`src/rtl/apfd_pkg.sv`:
```
package apfd_pkg;

	localparam int COUNT_BITS_DEF = 32;
	localparam int CFG_IDX_W      = 1;
	localparam int CFG_DATA_W     = 2;

	localparam logic [CFG_IDX_W-1:0] REG_MODE = 1'd0;
	localparam logic [CFG_IDX_W-1:0] REG_KIND = 1'd1;

	typedef enum logic [1:0] {
		MODE_CHECK = 2'd0,
		MODE_FIND  = 2'd1,
		MODE_FLAG  = 2'd2,
		MODE_SET   = 2'd3
	} mode_t;

	typedef enum logic [1:0] {
		KIND_NONE = 2'd0,
		KIND_ODD  = 2'd1,
		KIND_EVEN = 2'd2,
		KIND_MARK = 2'd3
	} kind_t;

	typedef enum logic [2:0] {
		V_OK        = 3'd0,
		V_ERROR     = 3'd1,
		V_UNDET     = 3'd2,
		V_NONE      = 3'd3,
		V_ODD       = 3'd4,
		V_EVEN      = 3'd5,
		V_MARK      = 3'd6,
		V_EIGHT_BIT = 3'd7
	} verdict_t;

	typedef struct packed {
		logic [7:0]  byte_out;
		logic        byte_ok;
		verdict_t    verdict;
		logic [31:0] error_total;
		logic [31:0] first_bad_index;
		logic        is_last;
		logic        find_last;
	} res_t;

	function automatic logic byte_matches(logic [7:0] b, kind_t k);
		logic r;
		case (k)
			KIND_NONE: r = ~b[7];
			KIND_ODD:  r = ^b;
			KIND_EVEN: r = ~^b;
			default:   r = b[7];
		endcase
		return r;
	endfunction

	function automatic logic [7:0] byte_with_parity(logic [7:0] b, kind_t k);
		logic [6:0] low;
		logic [7:0] r;
		low = b[6:0];
		case (k)
			KIND_NONE: r = {1'b0, low};
			KIND_ODD:  r = {~^low, low};
			KIND_EVEN: r = {^low, low};
			default:   r = {1'b1, low};
		endcase
		return r;
	endfunction

endpackage

```
`src/rtl/apfd_if.sv`:
```
interface apfd_in_if;
	logic       valid;
	logic       ready;
	logic [7:0] byte_in;
	logic       end_of_stream;

	modport source (output valid, output byte_in, output end_of_stream, input ready);
	modport sink (input valid, input byte_in, input end_of_stream, output ready);
endinterface

interface apfd_out_if;
	logic        valid;
	logic        ready;
	logic [7:0]  byte_out;
	logic        byte_ok;
	logic [2:0]  verdict;
	logic [31:0] error_total;
	logic [31:0] first_bad_index;
	logic        is_last;

	modport source (output valid, output byte_out, output byte_ok, output verdict,
		output error_total, output first_bad_index, output is_last, input ready);
	modport sink (input valid, input byte_out, input byte_ok, input verdict,
		input error_total, input first_bad_index, input is_last, output ready);
endinterface

```
`src/rtl/apfd_byte_unit.sv`:
```
module apfd_byte_unit #(
	parameter int COUNT_BITS = apfd_pkg::COUNT_BITS_DEF
) (
	input  logic                       clk,
	input  logic                       arst_n,
	input  apfd_pkg::mode_t            mode,
	input  apfd_pkg::kind_t            parity_kind,
	input  logic                       in_valid,
	output logic                       in_ready,
	input  logic [7:0]                 byte_in,
	input  logic                       end_of_stream,
	output logic                       out_valid,
	input  logic                       out_ready,
	output apfd_pkg::res_t             res,
	output logic [3:0][COUNT_BITS-1:0] counts
);
	import apfd_pkg::*;

	localparam logic [COUNT_BITS-1:0] CNT_MAX = '1;

	logic                       valid_s1;
	logic [7:0]                 byte_s1;
	logic                       eos_s1;
	logic [3:0][COUNT_BITS-1:0] cls_q;
	logic [3:0][COUNT_BITS-1:0] cls_n;
	logic [COUNT_BITS-1:0]      idx_q;
	logic [COUNT_BITS-1:0]      err_q;
	logic [COUNT_BITS-1:0]      err_n;
	logic [COUNT_BITS-1:0]      fbi_q;
	logic [COUNT_BITS-1:0]      fbi_n;
	logic [COUNT_BITS+31:0]     err_ext;
	logic [COUNT_BITS+31:0]     fbi_ext;
	logic [1:0]                 cls;
	logic                       ok;
	logic                       err_mode;
	logic                       take;
	verdict_t                   base;

	assign in_ready  = !valid_s1 || out_ready;
	assign out_valid = valid_s1;
	assign take      = valid_s1 && out_ready;

	always_ff @(posedge clk or negedge arst_n) begin
		if (!arst_n) begin
			valid_s1 <= 1'b0;
		end else if (in_ready) begin
			valid_s1 <= in_valid;
		end
	end

	always_ff @(posedge clk) begin
		if (in_ready) begin
			byte_s1 <= byte_in;
			eos_s1  <= end_of_stream;
		end
	end

	always_comb begin
		cls      = {byte_s1[7], ^byte_s1};
		ok       = byte_matches(byte_s1, parity_kind);
		err_mode = (mode == MODE_CHECK) || (mode == MODE_FLAG);
		for (int k = 0; k < 4; k++) begin
			if (cls == 2'(k) && cls_q[k] != CNT_MAX) begin
				cls_n[k] = cls_q[k] + 1'b1;
			end else begin
				cls_n[k] = cls_q[k];
			end
		end
		err_n = err_q;
		fbi_n = fbi_q;
		if (err_mode && !ok) begin
			if (err_q == '0) begin
				fbi_n = idx_q;
			end
			if (err_q != CNT_MAX) begin
				err_n = err_q + 1'b1;
			end
		end
		if (!eos_s1) begin
			base = V_OK;
		end else begin
			case (mode)
				MODE_FIND: base = V_UNDET;
				MODE_SET:  base = V_OK;
				default:   base = (err_n == '0) ? V_OK : V_ERROR;
			endcase
		end
		err_ext = {32'b0, err_n};
		fbi_ext = {32'b0, fbi_n};
	end

	always_comb begin
		res.byte_out        = (mode == MODE_SET) ? byte_with_parity(byte_s1, parity_kind)
			: byte_s1;
		res.byte_ok         = ok;
		res.verdict         = base;
		res.error_total     = err_ext[31:0];
		res.first_bad_index = fbi_ext[31:0];
		res.is_last         = eos_s1;
		res.find_last       = eos_s1 && (mode == MODE_FIND);
		counts              = cls_n;
	end

	always_ff @(posedge clk or negedge arst_n) begin
		if (!arst_n) begin
			cls_q <= '0;
			idx_q <= '0;
			err_q <= '0;
			fbi_q <= CNT_MAX;
		end else if (take) begin
			if (eos_s1) begin
				cls_q <= '0;
				idx_q <= '0;
				err_q <= '0;
				fbi_q <= CNT_MAX;
			end else begin
				cls_q <= cls_n;
				err_q <= err_n;
				fbi_q <= fbi_n;
				idx_q <= (idx_q != CNT_MAX) ? idx_q + 1'b1 : idx_q;
			end
		end
	end

endmodule

```
`src/rtl/apfd_verdict_pipe.sv`:
```
module apfd_verdict_pipe #(
	parameter int COUNT_BITS = apfd_pkg::COUNT_BITS_DEF
) (
	input  logic                       clk,
	input  logic                       arst_n,
	input  logic                       in_valid,
	output logic                       in_ready,
	input  apfd_pkg::res_t             res_in,
	input  logic [3:0][COUNT_BITS-1:0] counts,
	output logic                       out_valid,
	input  logic                       out_ready,
	output apfd_pkg::res_t             res_out
);
	import apfd_pkg::*;

	localparam int SW = COUNT_BITS + 9;

	function automatic logic [SW-1:0] mul100(logic [SW-1:0] e);
		return (e << 6) + (e << 5) + (e << 2);
	endfunction

	function automatic logic [SW-1:0] mul85(logic [SW-1:0] e);
		return (e << 6) + (e << 4) + (e << 2) + e;
	endfunction

	function automatic logic [SW-1:0] mul30(logic [SW-1:0] e);
		return (e << 4) + (e << 3) + (e << 2) + (e << 1);
	endfunction

	logic                       v_s2, v_s3, v_s4, v_q;
	logic                       acc2, acc3, acc4, acc_o;
	res_t                       res_s2, res_s3, res_s4, res_q, res_n;
	logic [3:0][COUNT_BITS-1:0] cnt_s2, cnt_s3;
	logic [5:0][COUNT_BITS:0]   pair_n, pair_s3;
	logic [COUNT_BITS+1:0]      tot_n, tot_s3;
	logic [5:0][SW-1:0]         pairx_n, pairx_s4;
	logic [3:0][SW-1:0]         clsx_n, clsx_s4;
	logic [SW-1:0]              hi_n, hi_s4, lo_n, lo_s4;
	logic                       all_low;
	verdict_t                   fv;

	assign acc_o     = !v_q || out_ready;
	assign acc4      = !v_s4 || acc_o;
	assign acc3      = !v_s3 || acc4;
	assign acc2      = !v_s2 || acc3;
	assign in_ready  = acc2;
	assign out_valid = v_q;
	assign res_out   = res_q;

	always_ff @(posedge clk or negedge arst_n) begin
		if (!arst_n) begin
			v_s2 <= 1'b0;
			v_s3 <= 1'b0;
			v_s4 <= 1'b0;
			v_q  <= 1'b0;
		end else begin
			if (acc2) v_s2 <= in_valid;
			if (acc3) v_s3 <= v_s2;
			if (acc4) v_s4 <= v_s3;
			if (acc_o) v_q <= v_s4;
		end
	end

	always_comb begin
		pair_n[0] = {1'b0, cnt_s2[0]} + {1'b0, cnt_s2[1]};
		pair_n[1] = {1'b0, cnt_s2[0]} + {1'b0, cnt_s2[2]};
		pair_n[2] = {1'b0, cnt_s2[2]} + {1'b0, cnt_s2[3]};
		pair_n[3] = {1'b0, cnt_s2[1]} + {1'b0, cnt_s2[3]};
		pair_n[4] = {1'b0, cnt_s2[0]} + {1'b0, cnt_s2[3]};
		pair_n[5] = {1'b0, cnt_s2[1]} + {1'b0, cnt_s2[2]};
		tot_n     = {1'b0, pair_n[0]} + {1'b0, pair_n[2]};
	end

	always_comb begin
		for (int k = 0; k < 6; k++) begin
			pairx_n[k] = mul100(SW'(pair_s3[k]) + SW'(1));
		end
		for (int k = 0; k < 4; k++) begin
			clsx_n[k] = mul100(SW'(cnt_s3[k]) + SW'(1));
		end
		hi_n = mul85(SW'(tot_s3));
		lo_n = mul30(SW'(tot_s3));
	end

	always_comb begin
		all_low = 1'b1;
		for (int k = 0; k < 4; k++) begin
			if (clsx_s4[k] > lo_s4) all_low = 1'b0;
		end
		if (pairx_s4[0] > hi_s4) begin
			fv = V_NONE;
		end else if (pairx_s4[1] > hi_s4) begin
			fv = V_EVEN;
		end else if (pairx_s4[2] > hi_s4) begin
			fv = V_MARK;
		end else if (pairx_s4[3] > hi_s4 || pairx_s4[4] > hi_s4 || pairx_s4[5] > hi_s4) begin
			fv = V_ODD;
		end else if (all_low) begin
			fv = V_EIGHT_BIT;
		end else begin
			fv = V_UNDET;
		end
		res_n = res_s4;
		if (res_s4.find_last) begin
			res_n.verdict = fv;
		end
	end

	always_ff @(posedge clk) begin
		if (acc2) begin
			res_s2 <= res_in;
			cnt_s2 <= counts;
		end
		if (acc3) begin
			res_s3  <= res_s2;
			cnt_s3  <= cnt_s2;
			pair_s3 <= pair_n;
			tot_s3  <= tot_n;
		end
		if (acc4) begin
			res_s4   <= res_s3;
			pairx_s4 <= pairx_n;
			clsx_s4  <= clsx_n;
			hi_s4    <= hi_n;
			lo_s4    <= lo_n;
		end
		if (acc_o) begin
			res_q <= res_n;
		end
	end

endmodule

```
`src/rtl/ascii_parity_filter_detector_core.sv`:
```
// Seven-bit ASCII parity generator, checker and detector.
// in_ch carries one stream byte per word with an end_of_stream mark on the
// final byte; out_ch returns exactly one result word per input word, in order.
// Configuration (mode, parity_kind) is written through cfg_we/cfg_index/cfg_data
// by the user only while the block is idle; the block itself does not enforce
// this. It applies to every byte that follows.
// Throughput: one word per cycle while out_ch is not stalled.
// Stages: an input register, the counter update, the pair and total sums,
// the constant scaling for the 85% and 30% thresholds, and the result
// register where the find verdict is chosen.
// Each stage holds its word only while the stage after it is full and stalled,
// so bubbles close up; with out_ch stalled, in_ch accepts until all five
// stages hold a word.
// Reset sets mode to set parity and parity_kind to none, empties every stage,
// clears the class counters, byte index and error counter and sets the first
// bad index to all ones. The same stream state returns after each last byte.
module ascii_parity_filter_detector_core #(
	parameter int COUNT_BITS = apfd_pkg::COUNT_BITS_DEF
) (
	input  logic                            clk,
	input  logic                            arst_n,
	input  logic                            cfg_we,
	input  logic [apfd_pkg::CFG_IDX_W-1:0]  cfg_index,
	input  logic [apfd_pkg::CFG_DATA_W-1:0] cfg_data,
	apfd_in_if.sink                         in_ch,
	apfd_out_if.source                      out_ch
);
	import apfd_pkg::*;

	mode_t                      mode_q;
	kind_t                      kind_q;
	logic                       mid_valid, mid_ready;
	res_t                       mid_res, res_o;
	logic [3:0][COUNT_BITS-1:0] mid_counts;

	always_ff @(posedge clk or negedge arst_n) begin
		if (!arst_n) begin
			mode_q <= MODE_SET;
			kind_q <= KIND_NONE;
		end else if (cfg_we) begin
			case (cfg_index)
				REG_MODE: mode_q <= mode_t'(cfg_data);
				REG_KIND: kind_q <= kind_t'(cfg_data);
				default: ;
			endcase
		end
	end

	apfd_byte_unit #(.COUNT_BITS(COUNT_BITS)) u_byte_unit (
		.clk          (clk),
		.arst_n       (arst_n),
		.mode         (mode_q),
		.parity_kind  (kind_q),
		.in_valid     (in_ch.valid),
		.in_ready     (in_ch.ready),
		.byte_in      (in_ch.byte_in),
		.end_of_stream(in_ch.end_of_stream),
		.out_valid    (mid_valid),
		.out_ready    (mid_ready),
		.res          (mid_res),
		.counts       (mid_counts)
	);

	apfd_verdict_pipe #(.COUNT_BITS(COUNT_BITS)) u_verdict_pipe (
		.clk      (clk),
		.arst_n   (arst_n),
		.in_valid (mid_valid),
		.in_ready (mid_ready),
		.res_in   (mid_res),
		.counts   (mid_counts),
		.out_valid(out_ch.valid),
		.out_ready(out_ch.ready),
		.res_out  (res_o)
	);

	assign out_ch.byte_out        = res_o.byte_out;
	assign out_ch.byte_ok         = res_o.byte_ok;
	assign out_ch.verdict         = res_o.verdict;
	assign out_ch.error_total     = res_o.error_total;
	assign out_ch.first_bad_index = res_o.first_bad_index;
	assign out_ch.is_last         = res_o.is_last;

endmodule

```
`src/flat_wrapper.sv`:
```
// flat-port wrapper written by rule: the top's interface ports become plain ports
module ascii_parity_filter_detector_core_flat import apfd_pkg::*;
#(
	parameter int COUNT_BITS = apfd_pkg::COUNT_BITS_DEF
)
  (clk, arst_n, cfg_we, cfg_index, cfg_data, in_ch_valid, in_ch_byte_in, in_ch_end_of_stream, in_ch_ready, out_ch_valid, out_ch_byte_out, out_ch_byte_ok, out_ch_verdict, out_ch_error_total, out_ch_first_bad_index, out_ch_is_last, out_ch_ready);
  apfd_in_if in_ch_i ();
  apfd_out_if out_ch_i ();
  input  logic clk;
  input  logic arst_n;
  input  logic cfg_we;
  input  logic [apfd_pkg::CFG_IDX_W-1:0] cfg_index;
  input  logic [apfd_pkg::CFG_DATA_W-1:0] cfg_data;
  input wire logic [$bits(in_ch_i.valid)-1:0] in_ch_valid;
  input wire logic [$bits(in_ch_i.byte_in)-1:0] in_ch_byte_in;
  input wire logic [$bits(in_ch_i.end_of_stream)-1:0] in_ch_end_of_stream;
  output wire logic [$bits(in_ch_i.ready)-1:0] in_ch_ready;
  output wire logic [$bits(out_ch_i.valid)-1:0] out_ch_valid;
  output wire logic [$bits(out_ch_i.byte_out)-1:0] out_ch_byte_out;
  output wire logic [$bits(out_ch_i.byte_ok)-1:0] out_ch_byte_ok;
  output wire logic [$bits(out_ch_i.verdict)-1:0] out_ch_verdict;
  output wire logic [$bits(out_ch_i.error_total)-1:0] out_ch_error_total;
  output wire logic [$bits(out_ch_i.first_bad_index)-1:0] out_ch_first_bad_index;
  output wire logic [$bits(out_ch_i.is_last)-1:0] out_ch_is_last;
  input wire logic [$bits(out_ch_i.ready)-1:0] out_ch_ready;
  assign in_ch_i.valid = in_ch_valid;
  assign in_ch_i.byte_in = in_ch_byte_in;
  assign in_ch_i.end_of_stream = in_ch_end_of_stream;
  assign in_ch_ready = in_ch_i.ready;
  assign out_ch_valid = out_ch_i.valid;
  assign out_ch_byte_out = out_ch_i.byte_out;
  assign out_ch_byte_ok = out_ch_i.byte_ok;
  assign out_ch_verdict = out_ch_i.verdict;
  assign out_ch_error_total = out_ch_i.error_total;
  assign out_ch_first_bad_index = out_ch_i.first_bad_index;
  assign out_ch_is_last = out_ch_i.is_last;
  assign out_ch_i.ready = out_ch_ready;
  ascii_parity_filter_detector_core #(.COUNT_BITS(COUNT_BITS)) u_core (.clk(clk), .arst_n(arst_n), .cfg_we(cfg_we), .cfg_index(cfg_index), .cfg_data(cfg_data), .in_ch(in_ch_i), .out_ch(out_ch_i));
endmodule
```
`config.mk`:
```
export PLATFORM = sky130hd
export DESIGN_NAME = ascii_parity_filter_detector_core_flat
export DESIGN_NICKNAME = d
export VERILOG_FILES = /design/src/rtl/apfd_pkg.sv /design/src/rtl/apfd_if.sv /design/src/rtl/apfd_byte_unit.sv /design/src/rtl/apfd_verdict_pipe.sv /design/src/rtl/ascii_parity_filter_detector_core.sv /design/src/flat_wrapper.sv
export SDC_FILE = /design/constraint.sdc
export NUM_CORES = 2
export LEC_CHECK = 0
export ABC_AREA = 1
export BUFFER_PORTS_ARGS = -buffer_cell sky130_fd_sc_hd__buf_2
export CORE_UTILIZATION = 25
export DETAILED_ROUTE_END_ITERATION = 6
export PLACE_DENSITY = 0.42
export SETUP_SLACK_MARGIN = 0.5
export SKIP_CTS_REPAIR_TIMING = 1
export SYNTH_ARGS = -nofsm -noshare
export SYNTH_HDL_FRONTEND = slang
export SYNTH_SLANG_ARGS = --single-unit
```
`constraint.sdc`:
```
create_clock -name clk -period 43.8 [get_ports clk]
set_clock_uncertainty 0.1 [all_clocks]
set_input_delay 4.38 -clock clk [delete_from_list [all_inputs] [get_ports clk]]
set_output_delay 4.38 -clock clk [all_outputs]
set_load 0.02 [all_outputs]
```
==> out/results.txt <==
Status - finished, final reports clean
Mapped Nets - 14220
Pin count of the biggest net entering global routing - 146
Via count - 89270
Yosys Warn Count - 0
Top post-synthesis cells by area - edfxtp_1 (34%), ha_1 (12%), nand2_1 (7.5%)
CP max stage delay - 540 ps
Avg Inst Size Synth - 8.958 sq um
Area leader, netlist - edfxtp_1
Hpwl dp - 330.1 mm
Unique masters post-synth - 66
Synth top area share - 33.58%
Cell seen most often among critical-path stages - nor2_1
Die H - 676.0 um
Min-Delay Path Class - register to register
Drt total wl - 415.5 mm
CP required - 39320 ps
CTS tree - done
Vias in the first global route - 89670
Startpoint Class - primary input
GRT Overall Usage - 17.93%
Fin nets - 14560
Final hold violation count - 0
Clock sink count - 1503
DR WL met2 - 191.2 mm
Die area - 457000 sq um
Iter 0 DRT Violations - 6131
Period utilization - 28.03%
CP delay by family, top - simple AND/OR/NAND/NOR gates
R2R Setup Slk - 37910 ps
Crit Path Category - primary input to primary output
Reg2reg path depth - 16
Cell count after synthesis - 12680
Hold Path Sink - u_core.u_verdict_pipe.res_s3[4]
Hold Path Stages - 0
Clk buf depth - 4
Worst slack, placed - 31400 ps
Final slew viol count - 0
Initial antenna violation count - 48
CP endpoint kind - primary output
Worst path arrival time - 7800 ps
CTS root buf - clkbuf_16
Cell Chain, Critical Path - buf_2, nor2_1, clkinv_2, nor2_1, inv_8, nor2_1, inv_8, nor2_1, nand2_1, buf_2
Max-slew headroom - 23.77%
Clock latency on the worst-skew pair - 950 ps
Max Cap Violations - 0
Drc violations - 0
Starting Density - 25.10%
Core ar. - 452400 sq um
M1 wire length - 188.7 mm
RSZ-0062 raised after global routing - no
Register area share after synthesis - 38.75%
Area Growth Syn to Fin - 13.04%
Hold path start - u_core.u_verdict_pipe.res_s2[4]
Slowest CP cell - nor2_1
Site row count - 247
Htree depth - 4
FF-to-FF Start - u_core.u_verdict_pipe.out_valid
FF+latch count, synth - 1503
Worst hold slack - 299.2 ps
Fmax - 81.44 MHz
Share of cells above drive strength 1 - 4.707%
Count leader, synth - nand2_1
Total congestion overflow - 0
Buf/Inv on CP - 5
Async S/R FF share, synth - 15.50%
R2r endpoint - u_core.u_byte_unit.cls_q[68]
Setup ws final - 31520 ps
Vias per cell - 4.658
Clock transition at path regs - 60 ps
Total negative slack - 0 ps
Final setup violating endpoints - 0
Crit Path Max Fanout - 89
DRT antenna net count - 0
DR WL met3 - 16.69 mm
EDFF count, synth - 1270
Port Buffers - 95
DR top layer - met5
GPL Wtd Cong - 0.9705
Main flop type after synthesis - edfxtp_1
Die W - 676.0 um
Crit path time final - 12280 ps
Wire length per cell - 21.68 um
First-pass DRT Iterations - 6
Synth cell count leaders - nand2_1 (2256), inv_1 (1929), edfxtp_1 (1270), ha_1 (1108), nor2_1 (990)
Worst Tran Pin Value - 1143 ps
Global-route wire length before repair - 607.0 mm
Synthesized cell area - 113600 sq um
Clock buffer count from CTS - 184
IO Count - 96
[stage by stage]
stage / utilization (%) / instances / area, sq um
finish: 28.38 / 19160 / 128400
global route: 28.37 / 19150 / 128400
CTS: 28.37 / 19150 / 128300
detailed placement: 27.04 / 18810 / 122300
global placement: 27.04 / 18810 / 122300
floorplan: - / 12680 / 113600
[cells by family after synthesis]
logic type      count (synthesis)  share of synthesized area, %
mux                             2                       0.01763
flops                        1503                         38.75
buf+inv                      2017                         6.699
compound gates               2209                         10.83
xor+xnor                      982                         7.579
fa+ha+maj                    1523                         19.52
simple gates                 4443                         16.60
[worst max path at each step]
stage                      start     endpoint  slack [ps]  depth (start not counted)
detailed placement  out_ch_ready  in_ch_ready       31400                         10
CTS                 out_ch_ready  in_ch_ready       31390                         10
floorplan           out_ch_ready  in_ch_ready       16730                          8
global placement    out_ch_ready  in_ch_ready       31400                         10
global route        out_ch_ready  in_ch_ready       31110                         10
finish              out_ch_ready  in_ch_ready       31520                         10
[routing by layer]
metal	track usage [%]	vias to the layer above
met3	1.842	475
met2	29.93	1841
met4	6.798	6
met5	0	-
met1	23.88	43160
li1	-	43790
[cells in the final DEF, fill, tap and decap left out, drive strengths merged, types with 52 or more instances in the layout]
cell,count
a21o,63
a21oi,948
a31oi,90
buf,238
clkbuf,238
clkinv,63
dfrtp,199
edfxtp,1270
fa,415
ha,1108
inv,1949
nand2,2260
nand3,484
nand4,216
nor2,999
nor3,295
nor4,140
o211ai,52
o21a,70
o21ai,712
o22ai,85
xnor2,247
xor2,735
[flip-flops by register name, indices dropped and copies added (netlist names), 34 cells and up]
name / flops
u_core.u_byte_unit.cls_q: 128
u_core.u_verdict_pipe.clsx_s4: 152
u_core.u_verdict_pipe.cnt_s2: 128
u_core.u_verdict_pipe.cnt_s3: 128
u_core.u_verdict_pipe.hi_s4: 40
u_core.u_verdict_pipe.lo_s4: 39
u_core.u_verdict_pipe.pair_s3: 198
u_core.u_verdict_pipe.pairx_s4: 234
u_core.u_verdict_pipe.res_n: 75
u_core.u_verdict_pipe.res_out: 77
u_core.u_verdict_pipe.res_s2: 77
u_core.u_verdict_pipe.res_s3: 77
u_core.u_verdict_pipe.tot_s3: 34
[final cells by class]
cell class	count	area (sq um)
diodes	16	40.04
clock buffers	238	4980
clock inverters	97	1050
fillers	48640	324100
inverters	1936	7293
multi-input cells	9159	61970
flip-flops and latches	1503	44010
well taps	5976	7477
repair buffers	238	1572
Power is left out: the tool's default activity adds up to more than one toggle a clock period on the data nets, which glitch-free logic cannot reach.
